<file path="src/design/fpr_pkg.sv">
package fpr_pkg;

  localparam int unsigned PAGE_W  = 16;
  localparam int unsigned COUNT_W = 5;
  localparam int unsigned STAT_W  = 32;

  localparam logic [COUNT_W-1:0] CAP_RESET = COUNT_W'(16);

  typedef logic [PAGE_W-1:0]  page_t;
  typedef logic [COUNT_W-1:0] count_t;
  typedef logic [STAT_W-1:0]  stat_t;

  typedef struct packed {
    page_t page_number;
  } ref_item_t;

  typedef struct packed {
    logic   hit;
    logic   evicted_valid;
    page_t  evicted_page;
    count_t occupancy;
    stat_t  hits_so_far;
    stat_t  misses_so_far;
  } result_item_t;

  typedef struct packed {
    count_t frame_capacity;
  } cfg_item_t;

  // controller to datapath
  typedef struct packed {
    logic load;
    logic compare;
    logic update;
  } dp_cmd_t;

endpackage

</file>
<file path="src/design/fpr_chan_if.sv">
interface fpr_chan_if #(
  parameter type payload_t = logic
);
  logic     valid;
  logic     ready;
  payload_t data;

  modport source (output valid, output data, input ready);
  modport sink   (input valid, input data, output ready);
endinterface

</file>
<file path="src/design/fpr_ctrl.sv">
module fpr_ctrl (
  input  logic             clk_i,
  input  logic             rst_ni,
  input  logic             in_valid_i,
  output logic             in_ready_o,
  output logic             out_valid_o,
  input  logic             out_ready_i,
  output fpr_pkg::dp_cmd_t cmd_o
);

  localparam logic [1:0] S_IDLE = 2'd0;
  localparam logic [1:0] S_CMP  = 2'd1;
  localparam logic [1:0] S_UPD  = 2'd2;

  logic [1:0] state_q, state_d;
  logic       out_valid_q, out_valid_d;

  always_comb begin
    state_d     = state_q;
    out_valid_d = out_valid_q && !out_ready_i;
    in_ready_o  = 1'b0;
    cmd_o       = '0;
    unique case (state_q)
      S_IDLE: begin
        in_ready_o = 1'b1;
        if (in_valid_i) begin
          cmd_o.load = 1'b1;
          state_d    = S_CMP;
        end
      end
      S_CMP: begin
        cmd_o.compare = 1'b1;
        state_d       = S_UPD;
      end
      S_UPD: begin
        // wait until the output register is free
        if (!out_valid_q || out_ready_i) begin
          cmd_o.update = 1'b1;
          out_valid_d  = 1'b1;
          state_d      = S_IDLE;
        end
      end
      default: begin
        state_d = S_IDLE;
      end
    endcase
  end

  always_ff @(posedge clk_i or negedge rst_ni) begin
    if (!rst_ni) begin
      state_q     <= S_IDLE;
      out_valid_q <= 1'b0;
    end else begin
      state_q     <= state_d;
      out_valid_q <= out_valid_d;
    end
  end

  assign out_valid_o = out_valid_q;

endmodule

</file>
<file path="src/design/fpr_dp.sv">
module fpr_dp #(
  parameter int unsigned FRAMES = 16
) (
  input  logic                  clk_i,
  input  logic                  rst_ni,
  input  fpr_pkg::dp_cmd_t      cmd_i,
  input  fpr_pkg::page_t        page_i,
  input  logic                  cfg_we_i,
  input  fpr_pkg::count_t       cfg_cap_i,
  output fpr_pkg::result_item_t result_o
);

  localparam int unsigned COUNT_W = fpr_pkg::COUNT_W;
  // capacity register tops out at 31, so frames beyond that are never used
  localparam int unsigned CAP_MAX = (1 << COUNT_W) - 1;
  localparam int unsigned USED    = (FRAMES < CAP_MAX) ? FRAMES : CAP_MAX;
  localparam logic [COUNT_W:0] USED_W = (COUNT_W + 1)'(USED);

  fpr_pkg::page_t  frames_q [USED];
  fpr_pkg::page_t  frames_d [USED];
  fpr_pkg::page_t  page_q;
  fpr_pkg::count_t count_q, count_d;
  fpr_pkg::count_t cap_q;
  fpr_pkg::count_t cap_eff;
  fpr_pkg::stat_t  hits_q, hits_d;
  fpr_pkg::stat_t  misses_q, misses_d;
  logic            hit_q;
  logic [USED-1:0] match;
  logic            append, evict;
  fpr_pkg::result_item_t res_q, res_d;

  always_comb begin
    cap_eff = (cap_q == '0) ? COUNT_W'(1) : cap_q;
    if ({1'b0, cap_eff} > USED_W) begin
      cap_eff = COUNT_W'(USED);
    end
  end

  always_comb begin
    for (int i = 0; i < USED; i++) begin
      match[i] = (COUNT_W'(i) < count_q) && (frames_q[i] == page_q);
    end
  end

  assign append = !hit_q && (count_q < cap_eff);
  assign evict  = !hit_q && !(count_q < cap_eff) && (count_q != '0);

  always_comb begin
    for (int i = 0; i < USED; i++) begin
      frames_d[i] = frames_q[i];
      if (append && (COUNT_W'(i) == count_q)) begin
        frames_d[i] = page_q;
      end else if (evict) begin
        if ((COUNT_W'(i) + COUNT_W'(1)) < count_q) begin
          if (i + 1 < USED) begin
            frames_d[i] = frames_q[(i + 1) % USED];
          end
        end else if ((COUNT_W'(i) + COUNT_W'(1)) == count_q) begin
          frames_d[i] = page_q;
        end
      end
    end
  end

  always_comb begin
    count_d  = append ? count_q + COUNT_W'(1) : count_q;
    hits_d   = hits_q;
    misses_d = misses_q;
    if (hit_q) begin
      if (!(&hits_q)) hits_d = hits_q + fpr_pkg::STAT_W'(1);
    end else begin
      if (!(&misses_q)) misses_d = misses_q + fpr_pkg::STAT_W'(1);
    end
    res_d.hit           = hit_q;
    res_d.evicted_valid = evict;
    res_d.evicted_page  = evict ? frames_q[0] : '0;
    res_d.occupancy     = count_d;
    res_d.hits_so_far   = hits_d;
    res_d.misses_so_far = misses_d;
  end

  always_ff @(posedge clk_i or negedge rst_ni) begin
    if (!rst_ni) begin
      count_q  <= '0;
      cap_q    <= fpr_pkg::CAP_RESET;
      hits_q   <= '0;
      misses_q <= '0;
    end else begin
      if (cfg_we_i) cap_q <= cfg_cap_i;
      if (cmd_i.update) begin
        count_q  <= count_d;
        hits_q   <= hits_d;
        misses_q <= misses_d;
      end
    end
  end

  always_ff @(posedge clk_i) begin
    if (cmd_i.load) page_q <= page_i;
    if (cmd_i.compare) hit_q <= |match;
    if (cmd_i.update) begin
      res_q <= res_d;
      for (int i = 0; i < USED; i++) begin
        frames_q[i] <= frames_d[i];
      end
    end
  end

  assign result_o = res_q;

endmodule

</file>
<file path="src/design/fifo_page_replacement.sv">
// FIFO page replacement unit. Each input item is one page reference; each
// reference gives exactly one result: hit flag, the evicted page on a miss at
// capacity (zero otherwise), occupancy after the reference and saturating
// 32-bit hit and miss counts. A reference passes through capture, parallel
// compare against the resident frames and frame/counter update; the result
// sits in an output register, and the next reference is taken while it waits.
// Frames are empty after reset. frame_capacity (reset 16) must be written
// via the config channel only while the unit is idle; this is not enforced.
// Zero acts as one, values over FRAMES as FRAMES. Lowering it below occupancy
// drops nothing: later misses evict the oldest page and keep occupancy.
module fifo_page_replacement #(
  parameter int unsigned FRAMES = 16
) (
  input  logic       clk_i,
  input  logic       rst_ni,
  fpr_chan_if.sink   page_i,
  fpr_chan_if.source result_o,
  fpr_chan_if.sink   cfg_i
);

  fpr_pkg::dp_cmd_t      cmd;
  fpr_pkg::result_item_t result;
  fpr_pkg::ref_item_t    ref_item;
  fpr_pkg::cfg_item_t    cfg_item;

  assign ref_item    = page_i.data;
  assign cfg_item    = cfg_i.data;
  assign cfg_i.ready = 1'b1;

  fpr_ctrl u_ctrl (
    .clk_i       (clk_i),
    .rst_ni      (rst_ni),
    .in_valid_i  (page_i.valid),
    .in_ready_o  (page_i.ready),
    .out_valid_o (result_o.valid),
    .out_ready_i (result_o.ready),
    .cmd_o       (cmd)
  );

  fpr_dp #(
    .FRAMES (FRAMES)
  ) u_dp (
    .clk_i     (clk_i),
    .rst_ni    (rst_ni),
    .cmd_i     (cmd),
    .page_i    (ref_item.page_number),
    .cfg_we_i  (cfg_i.valid),
    .cfg_cap_i (cfg_item.frame_capacity),
    .result_o  (result)
  );

  assign result_o.data = result;

endmodule

</file>
<file path="src/flat_wrapper.sv">
// flat-port wrapper written by rule: the top's interface ports become plain ports
module fifo_page_replacement_flat 
#(
  parameter int unsigned FRAMES = 16
)
  (clk_i, rst_ni, page_i_valid, page_i_data, page_i_ready, result_o_valid, result_o_data, result_o_ready, cfg_i_valid, cfg_i_data, cfg_i_ready);
  fpr_chan_if #(.payload_t(fpr_pkg::ref_item_t)) page_i_i ();
  fpr_chan_if #(.payload_t(fpr_pkg::result_item_t)) result_o_i ();
  fpr_chan_if #(.payload_t(fpr_pkg::cfg_item_t)) cfg_i_i ();
  input  logic clk_i;
  input  logic rst_ni;
  input wire logic [$bits(page_i_i.valid)-1:0] page_i_valid;
  input wire logic [$bits(page_i_i.data)-1:0] page_i_data;
  output wire logic [$bits(page_i_i.ready)-1:0] page_i_ready;
  output wire logic [$bits(result_o_i.valid)-1:0] result_o_valid;
  output wire logic [$bits(result_o_i.data)-1:0] result_o_data;
  input wire logic [$bits(result_o_i.ready)-1:0] result_o_ready;
  input wire logic [$bits(cfg_i_i.valid)-1:0] cfg_i_valid;
  input wire logic [$bits(cfg_i_i.data)-1:0] cfg_i_data;
  output wire logic [$bits(cfg_i_i.ready)-1:0] cfg_i_ready;
  assign page_i_i.valid = page_i_valid;
  assign page_i_i.data = page_i_data;
  assign page_i_ready = page_i_i.ready;
  assign result_o_valid = result_o_i.valid;
  assign result_o_data = result_o_i.data;
  assign result_o_i.ready = result_o_ready;
  assign cfg_i_i.valid = cfg_i_valid;
  assign cfg_i_i.data = cfg_i_data;
  assign cfg_i_ready = cfg_i_i.ready;
  fifo_page_replacement #(.FRAMES(FRAMES)) u_core (.clk_i(clk_i), .rst_ni(rst_ni), .page_i(page_i_i), .result_o(result_o_i), .cfg_i(cfg_i_i));
endmodule
</file>
<file path="config.mk">
export PLATFORM = sky130hd
export DESIGN_NAME = fifo_page_replacement_flat
export DESIGN_NICKNAME = d
export VERILOG_FILES = /design/src/design/fpr_pkg.sv /design/src/design/fpr_chan_if.sv /design/src/design/fpr_ctrl.sv /design/src/design/fpr_dp.sv /design/src/design/fifo_page_replacement.sv /design/src/flat_wrapper.sv
export SDC_FILE = /design/constraint.sdc
export NUM_CORES = 1
export LEC_CHECK = 0
export BUFFER_PORTS_ARGS = -buffer_cell sky130_fd_sc_hd__buf_2
export CAP_MARGIN = 20
export CORE_MARGIN = 2
export CORE_UTILIZATION = 47
export CTS_CLUSTER_DIAMETER = 120
export DETAILED_ROUTE_END_ITERATION = 10
export PLACE_DENSITY_LB_ADDON = 0.12
export SYNTH_ARGS = -nofsm -noshare
export SYNTH_HDL_FRONTEND = slang
export SYNTH_SLANG_ARGS = --single-unit
</file>
<file path="constraint.sdc">
create_clock -name clk_i -period 6.7 [get_ports clk_i]
set_input_delay 0.67 -clock clk_i [delete_from_list [all_inputs] [get_ports clk_i]]
set_output_delay 0.67 -clock clk_i [all_outputs]
set_load 0.05 [all_outputs]
</file>
== Word level (Yosys, flattened, before mapping) ==
Memories as Yosys holds them, arrays and structs flattened.
Index checks and enable logic that the tools add are counted.

* Memory bits (writable): 256
* Input bits: 26
* Register bits after elaboration: 181
* Memories kept: 1
* Output and inout port bits: 90
* Word-level logic and storage cells: 206

{| class="wikitable"
|+ Memory list
! name !! depth !! width !! read ports !! clocked after memory_dff !! write ports !! RTL line !! text
|-
| u_core.u_dp.frames_q || 16 || 16 || 16 || 0 || 16 || fpr_dp.sv:19 || <nowiki>fpr_pkg::page_t frames_q [USED];</nowiki>
|}

* Equality and inequality tests: 36
* Magnitude comparators: 19
* Add/subtract/negate cells: 3
* Multiplexer cells: 84
* Reductions and logical operators: 49

{| class="wikitable"
|+ Operators with widths
! kind !! number
|-
| $mux 16 || 64
|-
| $eq 16x16->1 || 16
|-
| $mux 32 || 4
|-
| $add 32x1->32 const B || 2
|-
| $reduce_and 32->1 || 2
|-
| $eq 4x5->1 const A || 8
|-
| $lt 4x5->1 const A || 8
|-
| $logic_and 1x1->1 || 36
|-
| $eq 3x5->1 const A || 4
|-
| $lt 3x5->1 const A || 4
|-
| $reduce_or 16->1 || 1
|-
| $mux 5 || 3
|-
| $eq 2x5->1 const A || 2
|-
| $logic_not 5->1 || 2
|-
| $lt 1x5->1 const A || 2
|-
| $lt 2x5->1 const A || 2
|-
| $mux 1 || 10
|-
| $pmux 2 s3 || 1
|-
| $add 5x1->5 const B || 1
|-
| $eq 1x5->1 const A || 1
|-
| $eq 5x5->1 const A || 1
|-
| $gt 5x5->1 const B || 1
|-
| $lt 5x5->1 || 1
|-
| $lt 5x5->1 const A || 1
|-
| 9 further kinds || 14
|}

== Depth between registers and ports, before layout ==
Gate-level depths: netlist of the first run.

* Depth after elaboration: 10
* Gate-level depth with buffers: 11
* Depth with buffers taken out: 9

== Cells and area by module ==
Synthesis of the first run repeated with hierarchy kept, for this count alone.

* Cell total of the unflattened synthesis: 1,747
* Area, all modules: 22,281.4 sq um

{| class="wikitable"
|+ By module, submodules not included
! module !! area an instance (sq um) !! cells an instance !! times used
|-
| fpr_dp || 22,137.5 || 1,733 || 1
|-
| fpr_ctrl || 132.6 || 12 || 1
|-
| fifo_page_replacement || 11.3 || 2 || 1
|}

== Least setup slack after synthesis of the first run ==
Ideal clock, no wire load.

* Path type: input port to flip-flop
* From: in result_o_ready
* To: mem u_core.u_dp.frames_q[0][112] (netlist name), enable pin
* Cell stages on the path: 7
* Required time: 6.305 ns
* Library setup time: 0.395 ns
* Arrival: 5.059 ns
* Path buffers: 2
* Path slack: 1.246 ns
* Path through: nand2b_1 > nand2b_1 > buf_2 > inv_1 > buf_1 > nand3_1 > o22ai_1

{| class="wikitable"
|+ RTL lines
! what !! RTL line !! text
|-
| start, declared || flat_wrapper.sv:17 || <nowiki>input wire logic [$bits(result_o_i.ready)-1:0] result_o_ready;</nowiki>
|-
| end, declared || fpr_dp.sv:19 ||
|}

==> summary.md, run 1 <==
| Metric | Value |
|---|---|
| Num CTS Buffers | 48 |
| Slew of the pin with the lowest slew margin | 0.989 ns |
| Logic pwr share | 28.6% |
| VDD IR-drop max | 0.227 mV |
| Max-cap violation count | 0 |
| Fmax | 253 MHz |
| Setup CP Type | flip-flop to flip-flop |
| Syn Inst Count | 1742 |
| Commonest non-fill, non-tap cell in the layout | edfxtp_1 |
| Syn avg cell area | 12.7 um2 |
| Hold Path Class | input port to flip-flop |
| Die width | 221 um |
| Nets | 1868 |
| PortBufs | 114 |
| WL final | 50000 um |
| Remaining global-route overflow | 0 |
| DRT Pass-1 Iters | 5 |
| Total Die Area | 48700 um2 |
| Largest net degree at the start of global routing | 65 |
| CP Max Fanout | 29 |
| Clk_lat worst skew | 0.59 ns |
| Worst Path Arrival | 4.24 ns |
| Psw | 2.73 mW |
| Final min period | 3.96 ns |
| H-tree depth | 2 |
| N_diodes | 0 |
| Worst Path Required | 6.98 ns |
| Dominant synthesized flop cell | edfxtp_1 |
| Yosys warns | 0 |
| Most frequent cells in the layout | 360 x edfxtp_1, 214 x mux2_2, 197 x xor2_1 |
| # setup viols final | 0 |
| Ys async rst share | 17.6% |
| PD cells | 342 nW/um2 |
| Via density | 5.42 |
| Synth area leaders | edfxtp_1 49%, mux2_2 11%, dfrtp_1 8.6% |
| Multi-input gate area | 8800 um2 |
| Post-synth top area share | 49.0% |
| Fillers | 4044 |
| # DRC | 0 |
| Layout cells sized above 1 | 24.9% |
| Via count | 13400 |
| Initial Util | 47.5% |
| Tcrit/Tclk final | 59.0% |
| Area Growth Syn to Fin | 12.4% |
| HPWL after detailed placement | 32800 um |
| Clock power frac | 30.1% |
| Post-synth top area cell | edfxtp_1 |
| CTS Sinks | 437 |
| Postcts setup bufs | 0 |
| Root Buffer | clkbuf_16 |
| Post-synth EDFFs | 360 |
| Cell variety after synth | 57 |
| CTS tree | yes |
| Die Y | 221 um |
| CP cell instances | ha_1, nand2_1, or3_1, a31oi_2, o21a_1, o21ai_0, a211oi_2, buf_6 |
| Ports | 116 |
| Number of hold violations in the final report | 0 |
| Routed Antenna Nets | 0 |
| Drt wl/cell | 20.2 um |
| CP Capture Type | flip-flop |
| Status | complete, no violations |
| Placer congestion estimate | 0.839 |
| Crit path max-delay family | compound AO/OA/AOI/OAI gates |
| Initial antenna violation count | 1 |
| Register area | 12700 um2 |
| Cts repair resizes | 0 |
| Sequential fraction of the synthesis area | 57.7% |
| Final Skew | 0.0260 ns |
| Worst-case reg-to-reg path depth | 8 |
| CP Launch Type | flip-flop |
| Finished Cell Area | 24800 um2 |
| Maximum root-to-sink buffer count | 3 |
| FF+latch count, synth | 437 |
| CTS clock-pin slew for the worst setup and hold paths | 0.06 ns |
| Sw Ratio | 32.2% |
| First-pass GRT wire length | 77700 um |
| Cell depth of the worst setup path | 8 |
| Unrepaired setup endpoints after global routing | no |
| Global-route usage over all layers | 20.9% |
| Cell-internal power | 5.75 mW |
| Mapped Nets | 1777 |
| Buf/Inv on CP | 1 |
| Number of DRC markers in iteration 0 | 931 |
| Rows | 79 |
| Crit-path slowest cell | o21a_1 |
| CP max stage delay | 0.83 ns |
| Core area | 46500 um2 |
| Lkg Pwr | 8.74 nW |
| Hold WS | 0.268 ns |
| Fin. max-slew vios | 0 |
| Relative slew slack | 34.1% |
| Area of the mapped netlist | 22100 um2 |
| TNS Setup | 0 ns |
| Hold-fix buffers, CTS | 1 |
| Seq pwr share | 41.3% |
| Hold depth | 1 |
| DP Area | 23300 um2 |
| Vias in the first global route | 13500 |
layout make-up:
class / count / share of cell area (%)
sequential: 437 / 51.3
multi-input combinational: 1164 / 35.4
clock buffer: 61 / 5.28
timing repair buffer: 163 / 3.82
tap: 607 / 3.06
clock inverter: 23 / 0.781
inverter: 19 / 0.297
per-layer routing:
layer,global-route usage [%],wire length [um],up-vias
li1,-,-,6368
met1,28.5,22600,6617
met2,34.0,23700,342
met3,4.05,2550,86
met4,5.91,1120,0
met5,0,0,-
flip-flops by register name (all words and copies together) (netlist names):
signal and count:
u_core.u_dp.result_o 87, u_core.u_ctrl.state_q 2, u_core.u_ctrl.out_valid_o 1, u_core.u_dp.count_q 5, u_core.u_dp.cap_q 5, u_core.u_dp.frames_q 256, u_core.u_dp.hit_q 1, u_core.u_dp.page_q 16
u_core.u_dp.hits_q 32, u_core.u_dp.misses_q 32
Yosys cell counts (4+ instances only):
cell	count
and4_1	10
mux2_2	214
xnor2_1	191
ha_1	9
buf_2	18
dfrtp_1	76
buf_1	19
nor3_1	27
nand2b_1	4
o21ai_0	12
nand3_1	47
inv_1	18
and2_1	25
a32oi_1	5
or3_1	5
clkbuf_1	80
buf_4	4
edfxtp_1	360
nand4_1	51
a21oi_1	12
nor2_1	60
xor2_1	197
nor4_1	49
and3_1	11
nand2_1	195
metrics by stage:
step	std cells	power (mW)	util [%]	worst slack, ns
after floorplan	1742	5.40	-	1.25
after global placement	2381	5.95	50.0	2.56
after detailed placement	2386	5.97	50.1	2.43
after CTS	2471	8.55	53.4	2.39
after global routing	2474	8.89	53.4	2.43
final	2474	8.49	53.4	2.74
power by group through the flow:
stage                     Sequential (mW)  Combinational (mW)  Clock, mW
after CTS                            3.51                2.42       2.62
final                                3.51                2.43       2.56
after floorplan                      3.81                1.59          0
after detailed placement             3.56                2.41          0
after global placement               3.55                2.39          0
after global routing                 3.53                2.63       2.73
cells by family (layout without fill, tap and decap cells):
| kind of cell | Yosys count | after routing | synth area share [%] |
|---|---|---|---|
| AND/OR/NAND/NOR | 494 | 494 | 10.9 |
| flip-flops | 437 | 437 | 57.7 |
| XOR/XNOR | 388 | 388 | 15.4 |
| multiplexers | 214 | 214 | 10.9 |
| buffers and inverters | 141 | 266 | 2.60 |
| AO/OA/AOI/OAI | 58 | 58 | 1.97 |
| adder cells (fa/ha/maj) | 9 | 9 | 0.510 |
| other | 1 | 1 | 0.0170 |
path summary, 6_finish.rpt:
| kind | startpoint | endpoint | slack, ns |
|---|---|---|---|
| max | u_core.u_dp.count_q[2]$_DFFE_PN0P_ | u_core.u_dp.frames_q[1][95]$_DFFE_PP_ | 2.74 |
| min | page_i_data[2] | u_core.u_dp.page_q[2]$_DFFE_PP_ | 0.27 |
| max reg2reg | u_core.u_dp.count_q[2]$_DFFE_PN0P_ | u_core.u_dp.frames_q[1][95]$_DFFE_PP_ | 2.74 |
| min reg2reg | u_core.u_dp.misses_q[19]$_DFFE_PN0P_ | u_core.u_dp.misses_q[19]$_DFFE_PN0P_ | 0.52 |
| max in group asynchronous | rst_ni | u_core.u_dp.misses_q[2]$_DFFE_PN0P_ | 5.12 |
| min in group asynchronous | rst_ni | u_core.u_dp.hits_q[12]$_DFFE_PN0P_ | 0.50 |
(Power assumes the default switching activity.)
==> inputs of run 2 (changes only) <==
Clock period 6.7 ns to 3.45 ns, I/O delays scaled along.
==> summary.md, run 2 (same netlist as run 1, synthesis figures left out) <==
| Metric | Value |
|---|---|
| Remaining global-route overflow | 0 |
| GR Layer Usage met1 | 29.5% |
| H-tree depth | 2 |
| Routed Antenna Nets | 0 |
| WL final | 50700 um |
| Crit path top cell by count | or3_1 |
| Via count | 13600 |
| CTS tree | yes |
| Number of hold violations in the final report | 0 |
| Worst Path Required | 3.71 ns |
| Root Buffer | clkbuf_16 |
| Via density | 5.37 |
| Number of DRC markers in iteration 0 | 1086 |
| Maximum root-to-sink buffer count | 3 |
| Most flop-heavy register | u_core.u_dp.frames_q |
| Global-route usage over all layers | 21.1% |
| TNS Setup | 0 ns |
| Final min period | 3.19 ns |
| Unrepaired setup endpoints after global routing | no |
| Most frequent cells in the layout | 360 x edfxtp_1, 214 x mux2_2, 197 x xor2_1 |
| CP Launch Type | flip-flop |
| DRT Pass-1 Iters | 5 |
| VDD IR-drop max | 0.452 mV |
| Hold WS | 0.0377 ns |
| Buf/Inv on CP | 2 |
| Hold depth | 2 |
| Number of flip-flops in the largest register | 256 |
| Commonest non-fill, non-tap cell in the layout | edfxtp_1 |
| Finished Cell Area | 25600 um2 |
| Die Y | 221 um |
| HPWL after detailed placement | 34200 um |
| Die width | 221 um |
| Crit path max-delay family | simple AND/OR/NAND/NOR gates |
| Tcrit/Tclk final | 92.4% |
| CP Capture Type | flip-flop |
| Fillers | 3928 |
| Status | complete, no violations |
| Num CTS Buffers | 49 |
| Crit-path slowest cell | dfstp_2 |
| Clk_lat worst skew | 0.59 ns |
| # setup viols final | 0 |
| Core area | 46500 um2 |
| PortBufs | 114 |
| # DRC | 0 |
| Vias in the first global route | 13500 |
| Worst Path Arrival | 3.45 ns |
| Final Skew | 0.0145 ns |
| CP Max Fanout | 16 |
| Fin. max-slew vios | 0 |
| Lkg Pwr | 9.09 nW |
| DP Area | 23700 um2 |
| CP cell instances | inv_1, nand2_1, ha_1, o21a_1, o21ai_0, a31oi_2, or3_1, or3_1, o22ai_1, buf_4 |
| Relative slew slack | 38.6% |
| M3 GR Usage | 3.79% |
| Drt wl/cell | 20.1 um |
| Hold Path Class | input port to flip-flop |
| Setup CP Type | flip-flop to flip-flop |
| Initial antenna violation count | 0 |
| Max-cap violation count | 0 |
| Initial Util | 47.5% |
| Total Die Area | 48700 um2 |
| Rows | 79 |
| CP max stage delay | 0.54 ns |
| Fmax | 314 MHz |
| Postcts setup bufs | 0 |
| Nets | 1915 |
| Area Growth Syn to Fin | 15.9% |
| M2 GR Usage | 34.3% |
| Most heavily used metal layer in global routing | met2 |
| Cell depth of the worst setup path | 10 |
| N_diodes | 0 |
| Layout cells sized above 1 | 25.6% |
| First-pass GRT wire length | 78200 um |
| PD cells | 671 nW/um2 |
| Slew of the pin with the lowest slew margin | 0.920 ns |
| Overall Power | 17.2 mW |
| Layout Cells excl Fill | 2526 |
| Largest net degree at the start of global routing | 86 |
| Placed Cells | 2413 |
| Worst-case reg-to-reg path depth | 10 |
| Ports | 116 |
| Cts repair resizes | 0 |
| CTS Sinks | 437 |
| Placer congestion estimate | 0.861 |
| CTS clock-pin slew for the worst setup and hold paths | 0.06 ns |
-- run 2: cell types whose count changed in the layout (fill, tap and decap cells not counted), sizes merged --
cell	delta
clkinv	-1
bufinv	+4
buf	+25
clkbuf	+3
dlygate4sd3	+21
-- run 2: cell type report --
cell class	instances	area, um2	share of cell area (%)
Sequential cell	437	12700	49.8
Multi-Input combinational cell	1164	8810	34.4
Timing Repair Buffer	209	1540	6.00
Clock buffer	64	1370	5.34
Tap cell	607	759	2.97
Clock inverter	26	310	1.21
Inverter	19	73.8	0.288
-- run 2: worst paths after layout --
| kind | to | startpoint | slack [ns] |
|---|---|---|---|
| max | u_core.u_dp.frames_q[1][113]$_DFFE_PP_ | u_core.u_dp.cap_q[4]$_DFFE_PN1P_ | 0.26 |
| min | u_core.u_dp.cap_q[0]$_DFFE_PN0P_ | cfg_i_data[0] | 0.04 |
| max reg2reg | u_core.u_dp.frames_q[1][113]$_DFFE_PP_ | u_core.u_dp.cap_q[4]$_DFFE_PN1P_ | 0.26 |
| min reg2reg | u_core.u_dp.misses_q[22]$_DFFE_PN0P_ | u_core.u_dp.misses_q[22]$_DFFE_PN0P_ | 0.51 |
| max in group asynchronous | u_core.u_dp.cap_q[4]$_DFFE_PN1P_ | rst_ni | 2.69 |
| min in group asynchronous | u_core.u_dp.hits_q[21]$_DFFE_PN0P_ | rst_ni | 0.14 |
-- run 2: routing by layer --
layer  vias to the layer above  routed length, um
met5                         -                  0
met4                         0                875
met3                        63               2670
met2                       359              23900
met1                      6671              23300
li1                       6480                  -
-- run 2: worst reg2reg max path, stage by stage, from the launching register on --
cell and delay (ns):
dfstp_2 0.54, inv_1 0.08, nand2_1 0.07, ha_1 0.24, o21a_1 0.10, o21ai_0 0.19
a31oi_2 0.23, or3_1 0.42, or3_1 0.44, o22ai_1 0.24, buf_4 0.31
-- run 2: through the flow --
step	setup slack, ns	utilization (%)
2_1_floorplan	0.0258	-
3_3_place_gp	0.400	51.0
5_1_grt	0.104	55.1
3_5_place_dp	0.348	51.0
6_report	0.260	55.1
4_1_cts	0.311	55.0
-- run 2: repair_timing --
item,CTS,global route
endpoints found under the setup margin,0,0
hold buffers,22,0
hold endpoints to repair,96,0
-- run 2: power breakdown --
group / total, mW / internal, mW / switching (mW)
clock: 5.40 / 3.31 / 2.09
combinational: 5.02 / 1.94 / 3.08
sequential: 6.77 / 6.51 / 0.259
==> inputs of run 3 (changes only) <==
Settings changed: MAX_ROUTING_LAYER from default to met4.
==> summary.md, run 3 (same netlist as run 1, synthesis figures left out) <==
| Metric | Value |
|---|---|
| Total Die Area | 48700 um2 |
| Most frequent cells in the layout | 360 x edfxtp_1, 214 x mux2_2, 197 x xor2_1 |
| Unrepaired setup endpoints after global routing | no |
| Root Buffer | clkbuf_16 |
| First-pass GRT wire length | 78200 um |
| Lkg Pwr | 9.09 nW |
| Fmax | 315 MHz |
| Global-route usage over all layers | 21.8% |
| Reg2Reg Setup Slack | 0.27 ns |
| Core area | 46500 um2 |
| Placer congestion estimate | 0.875 |
| Worst reg2reg startpoint | u_core.u_dp.cap_q[4]$_DFFE_PN1P_ |
| CP Capture Type | flip-flop |
| Most flop-heavy register | u_core.u_dp.frames_q |
| Place WS | 0.348 ns |
| Area Growth Syn to Fin | 15.9% |
| # DRC | 0 |
| N_diodes | 0 |
| Fillers | 3930 |
| Crit path max-delay family | simple AND/OR/NAND/NOR gates |
| Die width | 221 um |
| Fin. max-slew vios | 0 |
| PortBufs | 114 |
| Nets | 1915 |
| Reg-to-reg endpoint | u_core.u_dp.frames_q[1][112]$_DFFE_PP_ |
| Die Y | 221 um |
| Num CTS Buffers | 49 |
| Via density | 5.38 |
| Setup CP Type | flip-flop to flip-flop |
| Layout cells sized above 1 | 25.6% |
| CTS tree | yes |
| Buf/Inv on CP | 2 |
| Hold depth | 2 |
| Via count | 13600 |
| Max-cap violation count | 0 |
| Status | complete, no violations |
| TNS Setup | 0 ns |
| Number of hold violations in the final report | 0 |
| H-tree depth | 2 |
| CTS Sinks | 437 |
| Number of DRC markers in iteration 0 | 1101 |
| Crit path top cell by count | or3_1 |
| CP max stage delay | 0.54 ns |
| Ports | 116 |
| Relative slew slack | 39.0% |
| Commonest non-fill, non-tap cell in the layout | edfxtp_1 |
| Final Skew | 0.0138 ns |
| Crit-path slowest cell | dfstp_2 |
| PnR worst setup slack | 0.272 ns |
| PD cells | 671 nW/um2 |
| Drt wl/cell | 20.1 um |
| Vias in the first global route | 13500 |
| Register area | 12700 um2 |
| Tcrit/Tclk final | 92.1% |
| VDD IR-drop max | 0.453 mV |
| Worst Path Arrival | 3.44 ns |
| # setup viols final | 0 |
| Final min period | 3.18 ns |
| Initial Util | 47.5% |
| Remaining global-route overflow | 0 |
| HPWL after detailed placement | 34200 um |
| CTS clock-pin slew for the worst setup and hold paths | 0.05 ns |
| Rows | 79 |
| Routed Antenna Nets | 0 |
| Worst setup path start | u_core.u_dp.cap_q[4]$_DFFE_PN1P_ |
| Multi-input gate area | 8810 um2 |
| CP cell instances | inv_1, nand2_1, ha_1, o21a_1, o21ai_0, a31oi_2, or3_1, or3_1, o22ai_1, buf_4 |
| Largest net degree at the start of global routing | 86 |
| Slew of the pin with the lowest slew margin | 0.914 ns |
| Worst-case reg-to-reg path depth | 10 |
| CP Max Fanout | 16 |
| Worst Path Required | 3.71 ns |
| Hold Path Class | input port to flip-flop |
| Postcts setup bufs | 0 |
| Clk_lat worst skew | 0.58 ns |
| Initial antenna violation count | 0 |
| WL final | 50800 um |
| Maximum root-to-sink buffer count | 3 |
| Number of flip-flops in the largest register | 256 |
| Worst Hold Path EP | u_core.u_dp.cap_q[0]$_DFFE_PN0P_ |
| CP Launch Type | flip-flop |
| DRT Pass-1 Iters | 5 |
| Worst Hold Launch | cfg_i_data[0] |
## run 3: what timing repair did
action,CTS,global route
resized for setup,0,0
hold endpoints to repair,96,0
hold buffers,22,0
## run 3: area by class of cell
class	count	share of cell area (%)
Clock buffer	64	5.34
Sequential cell	437	49.8
Tap cell	607	2.97
Inverter	19	0.288
Clock inverter	26	1.21
Multi-Input combinational cell	1164	34.4
Timing Repair Buffer	209	6.00
## run 3: where the power goes
part	switching [mW]	internal, mW	total (mW)
clock network	2.09	3.31	5.40
logic	3.08	1.94	5.01
registers	0.258	6.51	6.77
total	5.43	11.8	17.2
## run 3: per-stage QoR
stage | cell area (um2) | cells | hold slack (ns) | power (mW) | util (%)
after CTS | 25600 | 2525 | 0.000211 | 17.3 | 55.0
after global routing | 25600 | 2526 | 0.0121 | 18.0 | 55.1
after floorplan | 22100 | 1742 | 0.0494 | 10.5 | -
after detailed placement | 23700 | 2413 | 0.508 | 11.8 | 51.0
after global placement | 23700 | 2413 | 0.497 | 11.8 | 51.0
final | 25600 | 2526 | 0.0407 | 17.2 | 55.1
## run 3: per-layer routing
metal / vias up / part of all wire (%) / global-route usage [%]
met2: 331 / 47 / 34.3
met5: - / 0 / -
li1: 6482 / - / -
met4: 0 / 1.7 / 5.33
met1: 6704 / 46 / 29.4
met3: 63 / 5.2 / 3.79
## run 3: worst max path at each step
stage | end | slack, ns | cells after the start
2_1_floorplan | u_core.u_dp.frames_q[0][16]$_DFFE_PP_ | 0.03 | 11
3_3_place_gp | u_core.u_dp.frames_q[1][127]$_DFFE_PP_ | 0.40 | 10
3_5_place_dp | u_core.u_dp.frames_q[1][112]$_DFFE_PP_ | 0.35 | 10
4_1_cts | u_core.u_dp.frames_q[1][112]$_DFFE_PP_ | 0.31 | 10
5_1_grt | u_core.u_dp.frames_q[1][112]$_DFFE_PP_ | 0.12 | 10
6_report | u_core.u_dp.frames_q[1][112]$_DFFE_PP_ | 0.27 | 10
